## src/hw/rtl/rbaf_pkg.sv

```systemverilog
// rbaf_pkg: types and constants shared by the RGB box average filter.
// Word layouts, configuration register map, reciprocal constants.
// No dependencies.
package rbaf_pkg;

  localparam int CH_W       = 8;
  localparam int PIX_W      = 3 * CH_W;
  localparam int COORD_W    = 10;
  localparam int COL_SUM_W  = 11;
  localparam int WIN_SUM_W  = 13;

  // floor(s / d) == (s * RECIP) >> DIV_SHIFT for every window sum s
  localparam int                 RECIP_W   = 15;
  localparam int                 DIV_SHIFT = 18;
  localparam logic [RECIP_W-1:0] RECIP_3X3 = 15'd29128;
  localparam logic [RECIP_W-1:0] RECIP_5X5 = 15'd10486;

  localparam int CFG_ADDR_W  = 3;
  localparam int CFG_DATA_W  = 32;
  localparam int CFG_IDX_LSB = 2;
  localparam logic REG_IMAGE_WIDTH   = 1'b0;
  localparam logic REG_WINDOW_RADIUS = 1'b1;

  localparam int                    IMG_W_BITS  = 11;
  localparam int                    RAD_BITS    = 2;
  localparam logic [IMG_W_BITS-1:0] IMG_W_RESET = 11'd640;
  localparam logic [RAD_BITS-1:0]   RAD_RESET   = 2'd1;
  localparam logic [RAD_BITS-1:0]   RAD_MIN     = 2'd1;

  localparam int OQ_DEPTH = 8;
  localparam int OQ_CNT_W = 4;

  typedef struct packed {
    logic [CH_W-1:0] red_in;
    logic [CH_W-1:0] green_in;
    logic [CH_W-1:0] blue_in;
    logic            frame_start;
  } pixel_in_t;

  typedef struct packed {
    logic [CH_W-1:0]    red_avg;
    logic [CH_W-1:0]    green_avg;
    logic [CH_W-1:0]    blue_avg;
    logic [COORD_W-1:0] center_x;
    logic [COORD_W-1:0] center_y;
  } result_t;

  typedef struct packed {
    logic [CH_W-1:0] red;
    logic [CH_W-1:0] green;
    logic [CH_W-1:0] blue;
  } rgb_t;

  typedef struct packed {
    logic [COL_SUM_W-1:0] red;
    logic [COL_SUM_W-1:0] green;
    logic [COL_SUM_W-1:0] blue;
  } col_sum_t;

  typedef struct packed {
    logic [WIN_SUM_W-1:0] red;
    logic [WIN_SUM_W-1:0] green;
    logic [WIN_SUM_W-1:0] blue;
  } win_sum_t;

  typedef struct packed {
    logic               valid;
    logic               produce;
    logic [COORD_W-1:0] center_x;
    logic [COORD_W-1:0] center_y;
  } item_tag_t;

  typedef struct packed {
    logic                shift;
    logic                add_en;
    logic [RAD_BITS-1:0] rad;
  } cell_ctl_t;

endpackage

```

## src/hw/rtl/rbaf_cell.sv

```systemverilog
// rbaf_cell: one window column; holds its column sums for each window size and
// adds the selected one into the running window total. Uses rbaf_pkg.
module rbaf_cell
  import rbaf_pkg::*;
#(
  parameter int NSUM = 2
) (
  input  logic                  clk,
  input  cell_ctl_t             ctl,
  input  col_sum_t [NSUM-1:0]   col_in,
  output col_sum_t [NSUM-1:0]   col_out,
  input  win_sum_t              part_in,
  output win_sum_t              part_out
);

  col_sum_t [NSUM-1:0] col_r;
  col_sum_t            sel;

  always_ff @(posedge clk) begin
    if (ctl.shift) begin
      col_r <= col_in;
    end
  end

  always_comb begin
    sel = col_r[0];
    for (int j = 1; j < NSUM; j++) begin
      if (ctl.rad == RAD_BITS'(j + 1)) begin
        sel = col_r[j];
      end
    end
    part_out = part_in;
    if (ctl.add_en) begin
      part_out.red   = part_in.red   + WIN_SUM_W'(sel.red);
      part_out.green = part_in.green + WIN_SUM_W'(sel.green);
      part_out.blue  = part_in.blue  + WIN_SUM_W'(sel.blue);
    end
  end

  assign col_out = col_r;

endmodule

```

## config.mk

```make
export PLATFORM = sky130hd
export DESIGN_NAME = rbaf_cell
export DESIGN_NICKNAME = d
export VERILOG_FILES = /design/src/hw/rtl/rbaf_pkg.sv /design/src/hw/rtl/rbaf_cell.sv
export SDC_FILE = /design/constraint.sdc
export NUM_CORES = 1
export LEC_CHECK = 0
export ABC_AREA = 1
export BUFFER_PORTS_ARGS = -buffer_cell sky130_fd_sc_hd__buf_4
export CORE_ASPECT_RATIO = 2
export CORE_MARGIN = 3
export CORE_UTILIZATION = 40
export CTS_CLUSTER_SIZE = 8
export DETAILED_ROUTE_END_ITERATION = 8
export PLACE_DENSITY = 0.69
export SYNTH_ARGS = -nofsm -noshare
export SYNTH_HDL_FRONTEND = slang
export SYNTH_SLANG_ARGS = --single-unit
export TNS_END_PERCENT = 20
```

## constraint.sdc

```tcl
create_clock -name clk -period 2.93 [get_ports clk]
set_input_delay 0.1465 -clock clk [delete_from_list [all_inputs] [get_ports clk]]
set_output_delay 0.1465 -clock clk [all_outputs]
set_load 0.01 [all_outputs]
```

After elaboration in Yosys (flattened, before gate mapping)
Index checks and enable logic that the tools add are counted.
- register bits: 66
- input bits: 110
- word-level logic and storage cells: 12
- output and inout bits: 105
- add/sub/neg operators: 3
- equal/unequal tests: 1
- multiplexer cells: 2
- operators by type and width (operator ; count):
    adder 13 x 11 -> 13 bit ; 3
    2-to-1 mux 39 bit ; 1
    2-to-1 mux 33 bit ; 1
    equality test 2 bit, second input constant ; 1

Logic depth before layout (Yosys ltp)
- word-level depth: 4
- depth in mapped cells: 15
- depth with buffers taken out: 14

Worst setup path after synthesis
OpenSTA, ideal clock, no wires.
- path type: input -> output
- start: input ctl[0] (netlist name)
- end: output part_out[30] (netlist name)
- arrival: 1.867 ns
- required time: 2.784 ns
- path buffers: 1
- stages on the path: 12
- slack: 0.916 ns
- cell sequence: inv_1 nand2_4 buf_6 mux2_2 ha_1 inv_1 fa_1 inv_1 nand3_1 nand3_2 xnor2_1 o21ai_0
- RTL lines (item ; line ; source):
    start: declaration ; rbaf_cell.sv:9 ; input cell_ctl_t ctl,
    end: declaration ; rbaf_cell.sv:13 ; output win_sum_t part_out

==> results.toml <==
[detailed_routing]
wl_mm = 16.19
drc = 0
dr_wl_met3_microns = 797
routedLengthMet1_mm = 5.373
wire_per_inst_microns = 15.45
top_layer_used = "met4"
drtIter0Drc = 148
routed_via_density = 4.936
postRouteAntennaNets = 0
vias = 5173
dr_wl_met2_mm = 9.547
first_pass_iters = 5

[clock_tree]
root_buffer = "clkbuf_16"
cts_tree = "built"
clkSinkCount = 66
cts-buffers-inserted = 9
clockBufferDepth = 2
cts_max_level = 3
cts.reportedPaths.clkPinSlew_ns = 0.06

[placed_design]
pre_cts_ws_ns = 0.3781
portBuffers = 214
dp_cells = 966
hpwl_mm = 12.24
place_congestion = 0.8798

[floorplan]
dieArea_sq_um = 13800
io_pins = 215
die_x_microns = 84.59
die_height_microns = 163.2
rows = 56
core_area_sq_um = 11910
start_util = 0.4148

[status]
outcome = "completed"

[pwr]
p_switching_uw = 1140
leakagePower_uw = 0.003868
pwr-share-seq = 0.332
swShare = 0.3233
p_total_uw = 3526
irDropWorstVdd_v = 0.0003112
comb_power_share = 0.366
cellPowerDensity_nw_per_um2 = 463.1
internal_power_uw = 2386
clockPowerShare = 0.302

[grt]
grt_pass1_vias = 5472
grt_pass1_wl_mm = 25.50
grt_remaining_overflow = 0
grt_start_max_net_pins = 67
grt_use_total = 0.2325
antenna_found_initial = 0

[timing]
rsz0062_at_grt = "no"
fmax_mhz = 387.6
setup-tns-final_ns = 0
setup_violations = 0
fin_ws_ns = 0.3501
period_minus_slack_ns = 2.580
finalCritPeriodShare = 0.8805
worst_pin_slew_ns = 0.8843
max_slew_margin = 0.4104
hold_viol = 0
drv_slew = 0

[setup_path]
path_max_fanout = 26
crit_path_end_kind = "output pin"
crit_required_ns = 2.78
critPathKind = "in -> out"
cp-start-kind = "input port"
cp.arrival_ns = 2.43

[final_layout]
drive_above_1_share = 0.3156
nNetsFinal = 1045
fin_cells = 1048
area_growth_pct = 54.11
final_util = 0.6393
antenna_cells = 0
largest_reg_flops = 66

[logic_synthesis]
synth.most_common_cell = "nand2_1"
ys.flop_type = "edfxtp_1"
yosysUniqueCellTypes = 27
yosysWarnings = 0
synth.ff_latch_count = 66
async_reset_ff_frac = 0
syn_inst = 616
synth_area_per_cell_sq_um = 8.021
yosysTopAreaCell = "edfxtp_1"
synth_common_cells = "nand2_1, inv_1, edfxtp_1"
yosysTopAreaCellShare = 0.4011
syn_area_sq_um = 4941
ys_seq_area_frac = 0.4011
synth_nets = 763
synth_edf_count = 66
synthTopCellsByArea = "edfxtp_1, nand2_1, ha_1"

[min_path]
min_path_cells = 1
hp-class = "in -> reg"

[run]
maxCapViolations = 0
## per-stage QoR
step | hold WS [ns] | instance area, sq um
final | 0.4615 | 7615
after global routing | 0.4997 | 7615
after CTS | 0.4635 | 7615
after detailed placement | 0.3258 | 6668
after global placement | 0.3248 | 6668
after floorplan | 0.2454 | 4941
## kinds of logic after synthesis
logic type,synth area share
buf+inv,0.08382
compound gates,0.04507
fa+ha+maj,0.09825
simple gates,0.2927
mux,0.06837
xor+xnor,0.01064
flops,0.4011
## cell type report
class / count / area, sq um
flip-flops and latches: 66 / 1982
multi-input cells: 449 / 2545
inverters: 90 / 337.8
well taps: 145 / 181.4
repair buffers: 282 / 2282
clock inverters: 6 / 57.56
fillers: 1008 / 4297
clock buffers: 10 / 229.0
## path summary, 6_finish.rpt
path,end,slack [ns],from
max,part_out[8],0.35,ctl[0]
min,col_out[63]$_DFFE_PP_,0.46,ctl[3]
## worst max-delay path, stage by stage
cell     delay (ns)
buf_4          0.11
inv_1          0.08
nand2_4        0.22
mux2_2         0.31
ha_1           0.21
inv_1          0.07
fa_1           0.35
inv_1          0.15
nand3_1        0.12
nand3_2        0.14
nand2_1        0.06
nand2_1        0.09
nor2_1         0.07
o21ai_2        0.15
buf_4          0.15
## power groups by stage
stage | logic, uW | clock network, uW | registers (uW)
floorplan | 652 | 0 | 1210
global placement | 1190 | 0 | 1190
detailed placement | 1210 | 0 | 1190
CTS | 1290 | 1090 | 1170
global route | 1430 | 1130 | 1180
finish | 1290 | 1070 | 1170
## metal layers
metal,vias up,global-route usage
met3,29,0.04139
met4,0,0.1030
met1,2413,0.2165
li1,2573,-
met2,158,0.4714
met5,-,0
## cell usage in the layout, fill, tap and decap left out, types with 2 or more instances in the layout
master	instances
nand2_1	230
buf_4	216
inv_1	89
edfxtp_1	66
dlygate4sd3_1	66
nand3_1	42
ha_1	34
mux2_2	30
nor2_1	30
o21ai_0	17
a21oi_1	12
clkbuf_16	9
nand3_2	7
nand3b_1	7
nand2_2	7
nand4_1	6
xnor2_1	6
nor2_2	4
o21ai_2	4
o21ai_1	3
fa_1	3
a31oi_1	2
nor3_2	2
clkinvlp_4	2
clkinv_1	2
## what timing repair did
action / CTS / global route
hold buffers: 66 / 0
buffers inserted: 0 / 0
endpoints found under the hold margin: 66 / 0
resized for setup: 0 / 0
Note: power is estimated with default switching activity, not from simulation.
