## config.mk

```make
export PLATFORM = sky130hd
export DESIGN_NAME = rbaf_out_queue
export DESIGN_NICKNAME = d
export VERILOG_FILES = /design/src/hw/rtl/rbaf_pkg.sv /design/src/hw/rtl/rbaf_out_queue.sv
export SDC_FILE = /design/constraint.sdc
export NUM_CORES = 1
export LEC_CHECK = 0
export BUFFER_PORTS_ARGS = -buffer_cell sky130_fd_sc_hd__buf_2
export CAP_MARGIN = 10
export CORE_MARGIN = 8
export CORE_UTILIZATION = 35
export CTS_CLUSTER_SIZE = 10
export DETAILED_ROUTE_END_ITERATION = 10
export HOLD_SLACK_MARGIN = 0.15
export SLEW_MARGIN = 10
export SYNTH_ARGS = -nofsm -noshare
export SYNTH_HDL_FRONTEND = slang
export SYNTH_SLANG_ARGS = --single-unit
```

## constraint.sdc

```tcl
create_clock -name clk -period 10.5 [get_ports clk]
set_input_delay 1.05 -clock clk [delete_from_list [all_inputs] [get_ports clk]]
set_output_delay 1.05 -clock clk [all_outputs]
set_load 0.005 [all_outputs]
```

## src/hw/rtl/rbaf_pkg.sv

```systemverilog
// rbaf_pkg: types and constants shared by the RGB box average filter.
// Word layouts, configuration register map, reciprocal constants.
// No dependencies.
package rbaf_pkg;

  localparam int CH_W       = 8;
  localparam int PIX_W      = 3 * CH_W;
  localparam int COORD_W    = 10;
  localparam int COL_SUM_W  = 11;
  localparam int WIN_SUM_W  = 13;

  // floor(s / d) == (s * RECIP) >> DIV_SHIFT for every window sum s
  localparam int                 RECIP_W   = 15;
  localparam int                 DIV_SHIFT = 18;
  localparam logic [RECIP_W-1:0] RECIP_3X3 = 15'd29128;
  localparam logic [RECIP_W-1:0] RECIP_5X5 = 15'd10486;

  localparam int CFG_ADDR_W  = 3;
  localparam int CFG_DATA_W  = 32;
  localparam int CFG_IDX_LSB = 2;
  localparam logic REG_IMAGE_WIDTH   = 1'b0;
  localparam logic REG_WINDOW_RADIUS = 1'b1;

  localparam int                    IMG_W_BITS  = 11;
  localparam int                    RAD_BITS    = 2;
  localparam logic [IMG_W_BITS-1:0] IMG_W_RESET = 11'd640;
  localparam logic [RAD_BITS-1:0]   RAD_RESET   = 2'd1;
  localparam logic [RAD_BITS-1:0]   RAD_MIN     = 2'd1;

  localparam int OQ_DEPTH = 8;
  localparam int OQ_CNT_W = 4;

  typedef struct packed {
    logic [CH_W-1:0] red_in;
    logic [CH_W-1:0] green_in;
    logic [CH_W-1:0] blue_in;
    logic            frame_start;
  } pixel_in_t;

  typedef struct packed {
    logic [CH_W-1:0]    red_avg;
    logic [CH_W-1:0]    green_avg;
    logic [CH_W-1:0]    blue_avg;
    logic [COORD_W-1:0] center_x;
    logic [COORD_W-1:0] center_y;
  } result_t;

  typedef struct packed {
    logic [CH_W-1:0] red;
    logic [CH_W-1:0] green;
    logic [CH_W-1:0] blue;
  } rgb_t;

  typedef struct packed {
    logic [COL_SUM_W-1:0] red;
    logic [COL_SUM_W-1:0] green;
    logic [COL_SUM_W-1:0] blue;
  } col_sum_t;

  typedef struct packed {
    logic [WIN_SUM_W-1:0] red;
    logic [WIN_SUM_W-1:0] green;
    logic [WIN_SUM_W-1:0] blue;
  } win_sum_t;

  typedef struct packed {
    logic               valid;
    logic               produce;
    logic [COORD_W-1:0] center_x;
    logic [COORD_W-1:0] center_y;
  } item_tag_t;

  typedef struct packed {
    logic                shift;
    logic                add_en;
    logic [RAD_BITS-1:0] rad;
  } cell_ctl_t;

endpackage

```

## src/hw/rtl/rbaf_out_queue.sv

```systemverilog
// rbaf_out_queue: small result queue between the filter pipeline and the
// output channel; reports its fill level for input flow control. Uses rbaf_pkg.
module rbaf_out_queue
  import rbaf_pkg::*;
(
  input  logic                clk,
  input  logic                rst_n,
  input  logic                push,
  input  result_t             push_data,
  output logic                out_valid,
  input  logic                out_ready,
  output result_t             out_data,
  output logic [OQ_CNT_W-1:0] count
);

  localparam int PW = $clog2(OQ_DEPTH);

  result_t             entry_r [OQ_DEPTH];
  logic [PW-1:0]       wr_ptr_r;
  logic [PW-1:0]       rd_ptr_r;
  logic [OQ_CNT_W-1:0] count_r;
  logic                pop;

  assign out_valid = (count_r != '0);
  assign pop       = out_valid && out_ready;

  always_ff @(posedge clk) begin
    if (!rst_n) begin
      wr_ptr_r <= '0;
      rd_ptr_r <= '0;
      count_r  <= '0;
    end else begin
      if (push) begin
        wr_ptr_r <= wr_ptr_r + 1'b1;
      end
      if (pop) begin
        rd_ptr_r <= rd_ptr_r + 1'b1;
      end
      case ({push, pop})
        2'b10:   count_r <= count_r + 1'b1;
        2'b01:   count_r <= count_r - 1'b1;
        default: count_r <= count_r;
      endcase
    end
  end

  always_ff @(posedge clk) begin
    if (push) begin
      entry_r[wr_ptr_r] <= push_data;
    end
  end

  assign out_data = entry_r[rd_ptr_r];
  assign count    = count_r;

endmodule

```

After elaboration in Yosys (flattened, before gate mapping)
Memories as Yosys holds them, arrays and structs flattened. A register that Yosys moved wholly into a read port is not among the register bits. Cells that the tools add are included.

Output and inout port bits: 49. Bits in writable memories: 352. Word-level logic and storage cells: 18. Bits of input ports: 48. Memories: 1. Flip-flop bits (word level): 10.

Memories: entry_r (words 8, width 44, read ports 1, clocked after Yosys merged registers in 1, wr ports 1, RTL line rbaf_out_queue.sv:18) `result_t entry_r [OQ_DEPTH];`.

Reductions and logical operators: 3. Muxes and demuxes: 5. Add/sub/neg operators: 4. Eq/ne operators: 2.

Operators by type and width (number): one-hot mux 4 bit (2 select lines) (1); adder 3 x 1 -> 3 bit (second input constant) (2); two-way mux 3 bit (2); adder 4 x 1 -> 4 bit (second input constant) (1); nonzero test 4 bit (1); subtractor 4 x 1 -> 4 bit (second input constant) (1); == test 2 x 1 -> 1 bit (second input constant) (1); == test 2 bit (second input constant) (1); two-way mux 1 bit (2); nonzero test 2 bit (1); logical AND 1 bit (1).

Logic depth before layout (Yosys ltp)
Depth in word-level cells: 4. Gate-level depth with buffers: 10. Gate-level depth less buffers: 10.

Least setup slack after synthesis
No wires, ideal clock.

Kind: input to register. From: in push. To: mem entry_r[0][0] (netlist name), enable pin. Arrival time: 4.155 ns. Stages: 2. Path buffers: 0. Required time: 10.000 ns. Path slack: 5.845 ns. Setup time: 0.500 ns. Cell sequence: nand2b_1 > nor3_1.

Longest elaborated chain between the ends: 2.

RTL lines: start, declared (RTL line rbaf_out_queue.sv:8) `input logic push,`; two-way mux 1 bit (RTL line rbaf_out_queue.sv:48) `if (push) begin`; two-way mux 1 bit (implied by the code) (RTL line rbaf_out_queue.sv:49) `entry_r[wr_ptr_r] <= push_data;`; end, declared (RTL line rbaf_out_queue.sv:18).

Every way passes these cells.

==> reports/summary.txt <==
flops & latches, synth = 365
largest vdd supply drop = 0.000109 V
Reg2Reg Depth = 10
P_sw = 0.817 mW
Crit path max-delay family = buffers and inverters
TritonCTS Buffers = 42
R2R setup slack = 7.93 ns
Critical Path AT = 3.43 ns
hold path endpoint = count[3]
Syn. warnings = 0
Area growth, synth to finish = 16.7%
io pins = 97
CP max FO = 45
Crit Path Class = reg -> out
Netlist Area Pre-Place = 0.0139 mm^2
hpwl dp = 15.0 mm
DR iter-0 viols = 340
Mapped Avg Cell Area = 23.9 um^2
gr usage total = 12.3%
Cell variety after synth = 29
cts hold-fix bufs = 0
First-pass DRT Iterations = 6
Final WS setup = 6.02 ns
worst-case clock buffer depth = 3
Power, Total = 3.55 mW
worst slew pin tran = 0.964 ns
# DRC = 0
hold path startpoint = count[3]
most common cell after layout, fill and taps aside = edfxtp_1
# setup viols final = 0
Seq/Total Area, Yosys = 78.0%
first-pass GRT wire length = 43.4 mm
post-DR wirelength/cell = 22.8 um
Cells after Synth = 581
pre-CTS WS = 6.40 ns
vias in the first global route = 6,758
Clock Latency Late Sink = 0.54 ns
Static Leak = 5.14 nW
Max Fclk = 223 MHz
total setup buffers inserted after CTS = 0
RSZ-0062 raised after global routing = false
Power Internal = 2.74 mW
Seq pwr share = 48.4%
pin count of the biggest net entering global routing = 46
post-CTS sizing = 0
CTS tree = done
htree depth = 2
NumNets Final = 760
DR vias/cell = 4.94
final worst path period share = 42.7%
status = finished, final reports clean
max-capacitance violation count = 0
GR Overflow Total = 0
Sw Ratio = 23.0%
setup tns final = 0 ns
CP peak stage delay = 0.94 ns
Clock power frac = 36.4%
detailed-route via count = 6,177
power per cell area = 219 mW/mm^2
GP Congestion = 0.662
cell breakdown of the critical path = buf_4 > mux4_2 > mux2_2 > buf_2
Gate power share = 15.3%
Worst R2R End = count[2]
Crit-path slowest cell = dfxtp_4
Clk Tree Root Cell = clkbuf_16
CP endpoint kind = primary output
Initial Utilization = 35.2%
reg-to-reg startpoint = count[1]
Die Width = 215 um
DRT antenna net count = 0
Final Hold Viols = 0
Slew Limit Headroom = 35.6%
row cnt = 73
core area = 0.0395 mm^2
Worst Hold Class = reg -> reg
initial antenna violation count = 5
Slew Limit Fails = 0
clock-pin slew on the worst setup and hold paths = 0.05 ns
Clock Skew = 0.0187 ns
share of layout cells above drive strength 1 = 41.4%
die area = 0.0463 mm^2
Sink Count = 365
number of port buffers = 96
WP buf/inv = 2
Synth Net Count = 634
most frequent cells in the layout = edfxtp_1 (352), buf_2 (96), mux4_2 (88), clkbuf_16 (45), mux2_2 (39)
Startpoint Class = flip-flop
Die Span Y = 215 um
worst hold path depth = 2
Final min period = 4.48 ns
Detailed Route WL = 28.6 mm
CP required = 9.45 ns
[state kept, by name, summed over array words and instances (netlist names), named ones only]
name	count
entry_r	352
wr_ptr_r	3
rd_ptr_r	3
count	4
[metal layers]
metal  share of wire, %  track usage, %  up-vias
met5               0.18               0        -
met4                1.9            3.50        8
met3                5.3            3.30       51
met2                 48            19.7      136
met1                 45            16.5     3286
li1                   -               -     2696
[worst register-to-register path, delay by kind of cell (launching register included)]
family                     cells  cell delay (ns)
AOI/OAI and AO/OA              2             0.30
xor gates and xnor gates       2             0.26
adders and majority gates      2             0.44
buffers and inverters          1             0.08
DFF                            1             0.37
and+or+nand+nor                3             1.04
[how the worst max path moves through the flow]
| stage | slack (ns) | from | cells past startpoint | endpoint |
|---|---|---|---|---|
| 2_1_floorplan | 5.85 | push | 2 | entry_r[0][0] |
| 3_3_place_gp | 6.41 | flip-flop | 4 | out_data[6] |
| 3_5_place_dp | 6.40 | flip-flop | 4 | out_data[6] |
| 4_1_cts | 5.80 | flip-flop | 4 | out_data[6] |
| 5_1_grt | 5.67 | flip-flop | 4 | out_data[6] |
| 6_report | 6.02 | flip-flop | 4 | out_data[6] |
[synthesized netlist by cell type]
cell,n,area (um^2)
nand2_1,7,26.3
buf_2,9,45.0
dfxtp_1,13,260
buf_12,3,60.1
a41oi_1,1,8.76
inv_1,2,7.51
and2_1,6,37.5
o41ai_1,1,8.76
nor2b_1,2,12.5
or3_1,1,6.26
a21boi_0,2,15.0
o21ai_0,1,5.00
nand3_1,2,10.0
clkbuf_1,14,52.6
buf_6,1,11.3
nor3_1,3,15.0
xnor2_1,4,35.0
mux4_2,88,1980
or4_4,1,11.3
ha_1,5,62.6
mux2_2,39,439
nor4b_1,1,8.76
xor2_1,3,26.3
mux2_4,6,90.1
mux2i_1,3,30.0
nor2_1,6,22.5
edfxtp_1,352,10600
a21oi_1,1,5.00
nand2b_1,4,25.0
[power groups by stage]
stage                     registers [mW]  clock network (mW)  logic, mW
after floorplan                     1.69                   0      0.445
final                               1.72                1.29      0.543
after CTS                           1.72                1.33      0.561
after global routing                1.73                1.39      0.593
after global placement              1.75                   0      0.551
after detailed placement            1.75                   0      0.557
[through the flow]
step	hold WS (ns)	cell area [um^2]	instances	util [%]
4_1_cts	0.486	16200	1250	41.1
5_1_grt	0.514	16200	1251	41.1
6_report	0.482	16200	1251	41.1
2_1_floorplan	0.467	13900	581	-
3_3_place_gp	0.469	15000	1188	38.1
3_5_place_dp	0.477	15000	1188	38.1
[cells by family (layout without fill, tap and decap cells)]
logic type / Yosys count / after routing / synth area share (%)
mux: 136 / 136 / 18.3
other cells: 0 / 1 / 0
flops: 365 / 365 / 78.0
simple gates: 33 / 33 / 1.26
buf+inv: 29 / 173 / 1.27
compound gates: 6 / 6 / 0.306
xor+xnor: 7 / 7 / 0.441
fa+ha+maj: 5 / 5 / 0.450
[layout make-up]
type	count	area, um^2
timing repair buffer	109	578
clock buffer	60	1180
multi-input combinational	187	2940
fill	3506	23200
antenna	1	2.50
inverter	2	7.51
clock inverter	2	8.76
sequential	365	10800
tap	525	657
No activity file was read; power rests on OpenSTA's default activity.
