==> src/hw/rtl/rbaf_pkg.sv <==
// rbaf_pkg: types and constants shared by the RGB box average filter.
// Word layouts, configuration register map, reciprocal constants.
// No dependencies.
package rbaf_pkg;

  localparam int CH_W       = 8;
  localparam int PIX_W      = 3 * CH_W;
  localparam int COORD_W    = 10;
  localparam int COL_SUM_W  = 11;
  localparam int WIN_SUM_W  = 13;

  // floor(s / d) == (s * RECIP) >> DIV_SHIFT for every window sum s
  localparam int                 RECIP_W   = 15;
  localparam int                 DIV_SHIFT = 18;
  localparam logic [RECIP_W-1:0] RECIP_3X3 = 15'd29128;
  localparam logic [RECIP_W-1:0] RECIP_5X5 = 15'd10486;

  localparam int CFG_ADDR_W  = 3;
  localparam int CFG_DATA_W  = 32;
  localparam int CFG_IDX_LSB = 2;
  localparam logic REG_IMAGE_WIDTH   = 1'b0;
  localparam logic REG_WINDOW_RADIUS = 1'b1;

  localparam int                    IMG_W_BITS  = 11;
  localparam int                    RAD_BITS    = 2;
  localparam logic [IMG_W_BITS-1:0] IMG_W_RESET = 11'd640;
  localparam logic [RAD_BITS-1:0]   RAD_RESET   = 2'd1;
  localparam logic [RAD_BITS-1:0]   RAD_MIN     = 2'd1;

  localparam int OQ_DEPTH = 8;
  localparam int OQ_CNT_W = 4;

  typedef struct packed {
    logic [CH_W-1:0] red_in;
    logic [CH_W-1:0] green_in;
    logic [CH_W-1:0] blue_in;
    logic            frame_start;
  } pixel_in_t;

  typedef struct packed {
    logic [CH_W-1:0]    red_avg;
    logic [CH_W-1:0]    green_avg;
    logic [CH_W-1:0]    blue_avg;
    logic [COORD_W-1:0] center_x;
    logic [COORD_W-1:0] center_y;
  } result_t;

  typedef struct packed {
    logic [CH_W-1:0] red;
    logic [CH_W-1:0] green;
    logic [CH_W-1:0] blue;
  } rgb_t;

  typedef struct packed {
    logic [COL_SUM_W-1:0] red;
    logic [COL_SUM_W-1:0] green;
    logic [COL_SUM_W-1:0] blue;
  } col_sum_t;

  typedef struct packed {
    logic [WIN_SUM_W-1:0] red;
    logic [WIN_SUM_W-1:0] green;
    logic [WIN_SUM_W-1:0] blue;
  } win_sum_t;

  typedef struct packed {
    logic               valid;
    logic               produce;
    logic [COORD_W-1:0] center_x;
    logic [COORD_W-1:0] center_y;
  } item_tag_t;

  typedef struct packed {
    logic                shift;
    logic                add_en;
    logic [RAD_BITS-1:0] rad;
  } cell_ctl_t;

endpackage

==> src/hw/rtl/rbaf_mean.sv <==
// rbaf_mean: registers the window total, divides by 9 or 25 through a
// reciprocal multiply and hands the result word on. Uses rbaf_pkg.
module rbaf_mean
  import rbaf_pkg::*;
(
  input  logic                clk,
  input  logic                rst_n,
  input  item_tag_t           tag_in,
  input  win_sum_t            total,
  input  logic [RAD_BITS-1:0] rad,
  output logic                push,
  output result_t             push_data,
  output logic [1:0]          pend
);

  localparam int PROD_W = WIN_SUM_W + RECIP_W;

  item_tag_t           tag_a_r;
  item_tag_t           tag_b_r;
  win_sum_t            tot_a_r;
  logic [PROD_W-1:0]   prod_red_r;
  logic [PROD_W-1:0]   prod_green_r;
  logic [PROD_W-1:0]   prod_blue_r;
  logic [RECIP_W-1:0]  recip;

  assign recip = (rad == RAD_MIN) ? RECIP_3X3 : RECIP_5X5;

  always_ff @(posedge clk) begin
    if (!rst_n) begin
      tag_a_r <= '0;
      tag_b_r <= '0;
    end else begin
      tag_a_r <= tag_in;
      tag_b_r <= tag_a_r;
    end
  end

  always_ff @(posedge clk) begin
    if (tag_in.valid) begin
      tot_a_r <= total;
    end
    if (tag_a_r.valid) begin
      prod_red_r   <= PROD_W'(tot_a_r.red)   * PROD_W'(recip);
      prod_green_r <= PROD_W'(tot_a_r.green) * PROD_W'(recip);
      prod_blue_r  <= PROD_W'(tot_a_r.blue)  * PROD_W'(recip);
    end
  end

  always_comb begin
    push_data.red_avg   = prod_red_r[DIV_SHIFT +: CH_W];
    push_data.green_avg = prod_green_r[DIV_SHIFT +: CH_W];
    push_data.blue_avg  = prod_blue_r[DIV_SHIFT +: CH_W];
    push_data.center_x  = tag_b_r.center_x;
    push_data.center_y  = tag_b_r.center_y;
  end

  assign push = tag_b_r.valid && tag_b_r.produce;
  assign pend = {tag_a_r.produce, tag_b_r.produce};

endmodule

==> config.mk <==
export PLATFORM = sky130hd
export DESIGN_NAME = rbaf_mean
export DESIGN_NICKNAME = d
export VERILOG_FILES = /design/src/hw/rtl/rbaf_pkg.sv /design/src/hw/rtl/rbaf_mean.sv
export SDC_FILE = /design/constraint.sdc
export NUM_CORES = 1
export LEC_CHECK = 0
export BUFFER_PORTS_ARGS = -buffer_cell sky130_fd_sc_hd__buf_4
export CELL_PAD_IN_SITES_DETAIL_PLACEMENT = 1
export CELL_PAD_IN_SITES_GLOBAL_PLACEMENT = 1
export CORE_ASPECT_RATIO = 1.25
export CORE_MARGIN = 1
export CORE_UTILIZATION = 45
export CTS_CLUSTER_DIAMETER = 100
export DETAILED_ROUTE_END_ITERATION = 10
export PLACE_DENSITY_LB_ADDON = 0.1
export SETUP_SLACK_MARGIN = 0.15
export SKIP_LAST_GASP = 1
export SLEW_MARGIN = 20
export SYNTH_ARGS = -nofsm -noshare
export SYNTH_HDL_FRONTEND = slang
export SYNTH_SLANG_ARGS = --single-unit
==> constraint.sdc <==
create_clock -name clk -period 6.4 [get_ports clk]
set_input_delay 0.96 -clock clk [delete_from_list [all_inputs] [get_ports clk]]
set_output_delay 0.96 -clock clk [all_outputs]
set_load 0.01 [all_outputs]
# After elaboration in Yosys (flattened, before gate mapping)
# Cells that the tools add are included.
# Widths: inputs -> output; s select.
[word_totals] ff_bits=161 in_bits=65 out_inout_bits=47 word_cells=20
[op_classes] mul=3 n_eq_ne=1 n_mux=1 reduce_logical=1
[ops] operator="$mul 13x15->26" n=3
[ops] operator="$mux 15" n=1
[ops] operator="$eq 2x1->1 const B" n=1
[ops] operator="$logic_and 1x1->1" n=1

# Logic depth before layout (Yosys ltp)
[logic_depth] depth_word=3 mapped_depth=23 ltp_nobuf=20

# Worst setup path after synthesis
# OpenSTA, ideal clock, no wires.
[synth_path] path_kind="input to register" from="input rad[0]" to="register prod_red_r[23], data pin" setup_time_ns=0.258 t_arrival_ns=6.049 required_time_ns=6.142 setup_slack_ns=0.094 cell_stages=20 path_buffers=2 path_cell_list="nor2b_4 -> clkbuf_1 -> clkbuf_1 -> nand2_1 -> fa_1 -> inv_1 -> fa_1 -> fa_1 -> fa_1 -> inv_1 -> fa_1 -> inv_1 -> ha_1 -> and3_1 -> and3_1 -> a31oi_1 -> a31oi_4 -> a311o_2 -> a21oi_1 -> xnor2_1"
[synth_between] elab_chain_len=3
[synth_rtl] item="start, declared" line_no="rbaf_mean.sv:10" rtl="input logic [RAD_BITS-1:0] rad,"
[synth_rtl] item="$eq 2x1->1" line_no="rbaf_mean.sv:26" rtl="assign recip = (rad == RAD_MIN) ? RECIP_3X3 : RECIP_5X5;"
[synth_rtl] item="$mux 15" line_no="rbaf_mean.sv:26"
[synth_rtl] item="$mul 13x15->26" line_no="rbaf_mean.sv:43" rtl="prod_red_r <= PROD_W'(tot_a_r.red) * PROD_W'(recip);"
[synth_rtl] item="end signal, assigned" line_no="rbaf_mean.sv:43"
[synth_rtl] item="end, declared" line_no="rbaf_mean.sv:21" rtl="logic [PROD_W-1:0] prod_red_r;"
# Every way passes these cells.
# A chain may end at the register's enable or synchronous reset.

# Worst setup path after layout
[layout_path] from="input rad[1]" to="register prod_blue_r[25], data pin"
[layout_between] elab_chain_len=3
[layout_rtl] item="$eq 2x1->1" line_no="rbaf_mean.sv:26"
[layout_rtl] item="$mux 15" line_no="rbaf_mean.sv:26"
[layout_rtl] item="$mul 13x15->26" line_no="rbaf_mean.sv:45" rtl="prod_blue_r <= PROD_W'(tot_a_r.blue) * PROD_W'(recip);"
[layout_rtl] item="end signal, assigned" line_no="rbaf_mean.sv:45"
[layout_rtl] item="end, declared" line_no="rbaf_mean.sv:23" rtl="logic [PROD_W-1:0] prod_blue_r;"
# Every way passes these cells.

==> results.py <==
metrics = {
    "die": {
        "die_h_um": 210,
        "num_rows": 75,
        "core_um2": 33900,
        "ioPinCount": 112,
        "start_util": 0.462,
        "die_area_um2": 35500,
        "die_x_um": 169,
    },
    "timing": {
        "rsz0062_at_grt": "false",
        "maxSlewHeadroom": 0.555,
        "slew_violations": 0,
        "fmax_mhz": 166,
        "worstMarginPinSlew_ps": 668,
        "setup_viol": 0,
        "fin_crit_sh": 0.941,
        "final-hold-violation-count": 0,
        "skew_ps": 22.0,
        "min_period_ps": 6020,
    },
    "global_route": {
        "grt_pass1_vias": 12192,
        "antenna_found_initial": 0,
        "track_usage": 0.229,
        "grt_pass1_wl_um": 61600,
        "grt-ovfl-total": 0,
        "grt_max_degree": 45,
    },
    "setup_path": {
        "worst-path-buf-inv": 6,
        "crit_path_max_fanout": 24,
        "path_class": "in -> reg",
        "required_ps": 6540,
        "cp_num_cells": 20,
        "worst_ep_arrival_time_ps": 6160,
        "path_cells": "buf_4 -> or2b_4 -> buf_12 -> and2_1 -> fa_1 -> inv_1 -> fa_1 -> fa_1 -> inv_1 -> fa_1 -> inv_1 -> fa_1 -> inv_1 -> ha_1 -> a211o_1 -> or3b_2 -> o21ai_2 -> o211ai_1 -> a21oi_1 -> xnor2_1",
        "cpPeakStageDelay_ps": 550,
        "path_common_cell": "fa_1",
        "critPathCaptureType": "register",
        "crit_family": "adder cells",
        "reg2reg_to": "prod_red_r[23]",
        "r2r_slack_ps": 890,
        "ff2ff_path_depth": 19,
        "regToRegStartpoint": "tot_a_r[31]",
        "crit_slowest_cell": "fa_1",
        "start_kind": "primary input",
    },
    "synthesis": {
        "synth_cell_types": 48,
        "synth_area_um2": 15600,
        "synth_area_per_cell_um2": 10.1,
        "synthArstFlopShare": 0,
        "ys_seq_area_frac": 0.177,
        "synth_common_cells": "inv_1 (512), fa_1 (270), ha_1 (255)",
        "yosys.area.top_type": "fa_1",
        "synth_ff_type": "edfxtp_1",
        "synth-seq-cells": 107,
        "yosys_warnings": 0,
        "synth.top_cell.area_share": 0.346,
        "synthTopCellsByArea": "fa_1 (35%), ha_1 (20%), inv_1 (12%)",
        "synth-edff-count": 63,
        "yosysMostFrequentCell": "inv_1",
        "syn_inst": 1554,
    },
    "placement": {
        "dpl.cell_count": 2155,
        "place.gp.congestion": 0.852,
        "io_buffers": 111,
        "placedInstanceArea_um2": 17400,
        "hpwl_um": 32000,
    },
    "detailed_routing": {
        "via_count": 10323,
        "drtAntennaViolNets": 0,
        "drt_first_pass_iters": 4,
        "vias_per_cell": 4.75,
        "drc": 0,
        "drtIter0Drc": 245,
        "routedWlPerCell_um": 16.9,
        "finalWirelength_um": 36800,
    },
    "worst_hold_path": {
        "worstHoldStart": "tag_a_r[17]",
        "hp-class": "reg -> reg",
        "whs_endpoint": "push_data[17]",
        "min_path_cells": 1,
    },
    "final_layout": {
        "antenna_cells": 0,
        "fillers": 3793,
        "final_cells": 2174,
        "stdcell_area_um2": 17800,
        "final_nets": 2297,
        "synthToLayoutAreaGrowth_pct": 13.5,
        "drive_above_1_share": 0.135,
    },
    "pwr": {
        "irDropWorstVdd_uv": 418,
        "p_leak_nw": 9.74,
        "power.total_w": 0.00872,
        "power_density_nw_per_um2": 491,
    },
    "clock_tree": {
        "clock-sinks": 107,
        "insertion_delay_ps": 400,
        "cts_tree": "done",
        "cts_buffers": 9,
        "clockRootBuffer": "clkbuf_16",
        "cts-htree-levels": 3,
        "hold_buffers": 0,
        "clk_pin_slew_worst_paths_ps": 80,
        "cts_buffer_depth": 2,
    },
    "run": {
        "max_cap_viol_count": 0,
    },
    "status": {
        "outcome": "completed",
    },
}
## power breakdown
part           internal, W  total (W)  switching, W
Sequential         0.00102    0.00109     0.0000724
Clock             0.000304   0.000634      0.000330
Combinational      0.00320    0.00699       0.00378
## worst max-delay path by stage
stage,slack (ps),start,endpoint
final,380,rad[1],prod_blue_r[25]
after global routing,190,rad[1],prod_blue_r[20]
after CTS,240,rad[1],prod_green_r[23]
after detailed placement,-200,rad[1],prod_green_r[23]
after global placement,-50,rad[1],prod_blue_r[25]
after floorplan,190,rad[0],prod_red_r[23]
## logic make-up after synthesis
| group | after synthesis | synth area share |
|---|---|---|
| XOR/XNOR | 39 | 0.0218 |
| adder cells (fa/ha/maj) | 525 | 0.550 |
| other | 2 | 0.000480 |
| AO/OA/AOI/OAI | 101 | 0.0404 |
| AND/OR/NAND/NOR | 211 | 0.0684 |
| flip-flops | 107 | 0.177 |
| buffers and inverters | 569 | 0.142 |
## sequential cells by signal, summed over array words and instances (netlist names)
signal	count
pend	2
prod_blue_r	8
prod_green_r	8
prod_red_r	8
push_data	20
tag_a_r	21
tag_b_r	1
tot_a_r	39
## through the flow
stage | setup TNS, ps | hold slack, ps | setup slack (ps) | utilization
5_1_grt | 0 | 448 | 195 | 0.524
6_report | 0 | 435 | 379 | 0.524
3_5_place_dp | -894 | 419 | -196 | 0.513
4_1_cts | 0 | 440 | 236 | 0.522
3_3_place_gp | -138 | 412 | -47.3 | 0.513
2_1_floorplan | 0 | 412 | 186 | -
## timing repair
item	in CTS	in global routing
endpoints found under the setup margin	0	9
gates resized for setup	0	14
hold endpoints to repair	0	0
buffers inserted	0	2
## worst reg2reg max path: stages (launching register included)
cell	delay [ps]
edfxtp_1	470
inv_1	210
nor2_1	110
or2_2	350
ha_1	300
inv_1	60
fa_1	480
fa_1	570
fa_1	430
fa_1	490
inv_1	40
ha_1	310
and3_1	190
and3_1	170
a31oi_1	160
buf_4	140
a31oi_4	90
a311o_2	410
a21oi_1	190
xnor2_1	80
## placed cells by master (no fill, tap or decap), types with 10 or more instances in the layout
cell	synthesis	final
a21o_1	14	14
a21oi_1	35	34
and2_1	60	60
buf_4	22	189
clkbuf_16	0	10
dfxtp_1	44	44
edfxtp_1	63	63
fa_1	270	269
ha_1	255	255
inv_1	512	511
nand2_1	76	76
nand3_1	12	12
nor2_1	30	30
o21ai_0	26	21
xnor2_1	30	30
## layer usage
layer  share of wire  up-vias  global-route usage
met3           0.037       67              0.0308
met4           0.033        0              0.0906
li1                -     4902                   -
met1            0.42     5178               0.277
met2            0.51      176               0.410
met5               0        -                   0
## final cells by class
type	instances	area, um2	share of cell area
Tap cell	462	578	0.0326
Inverter	512	1920	0.108
Timing Repair Buffer	191	1450	0.0817
Multi-Input combinational cell	886	10700	0.603
Clock buffer	10	250	0.0141
Sequential cell	107	2770	0.156
Clock inverter	6	70.1	0.00395
(Power assumes the default switching activity.)
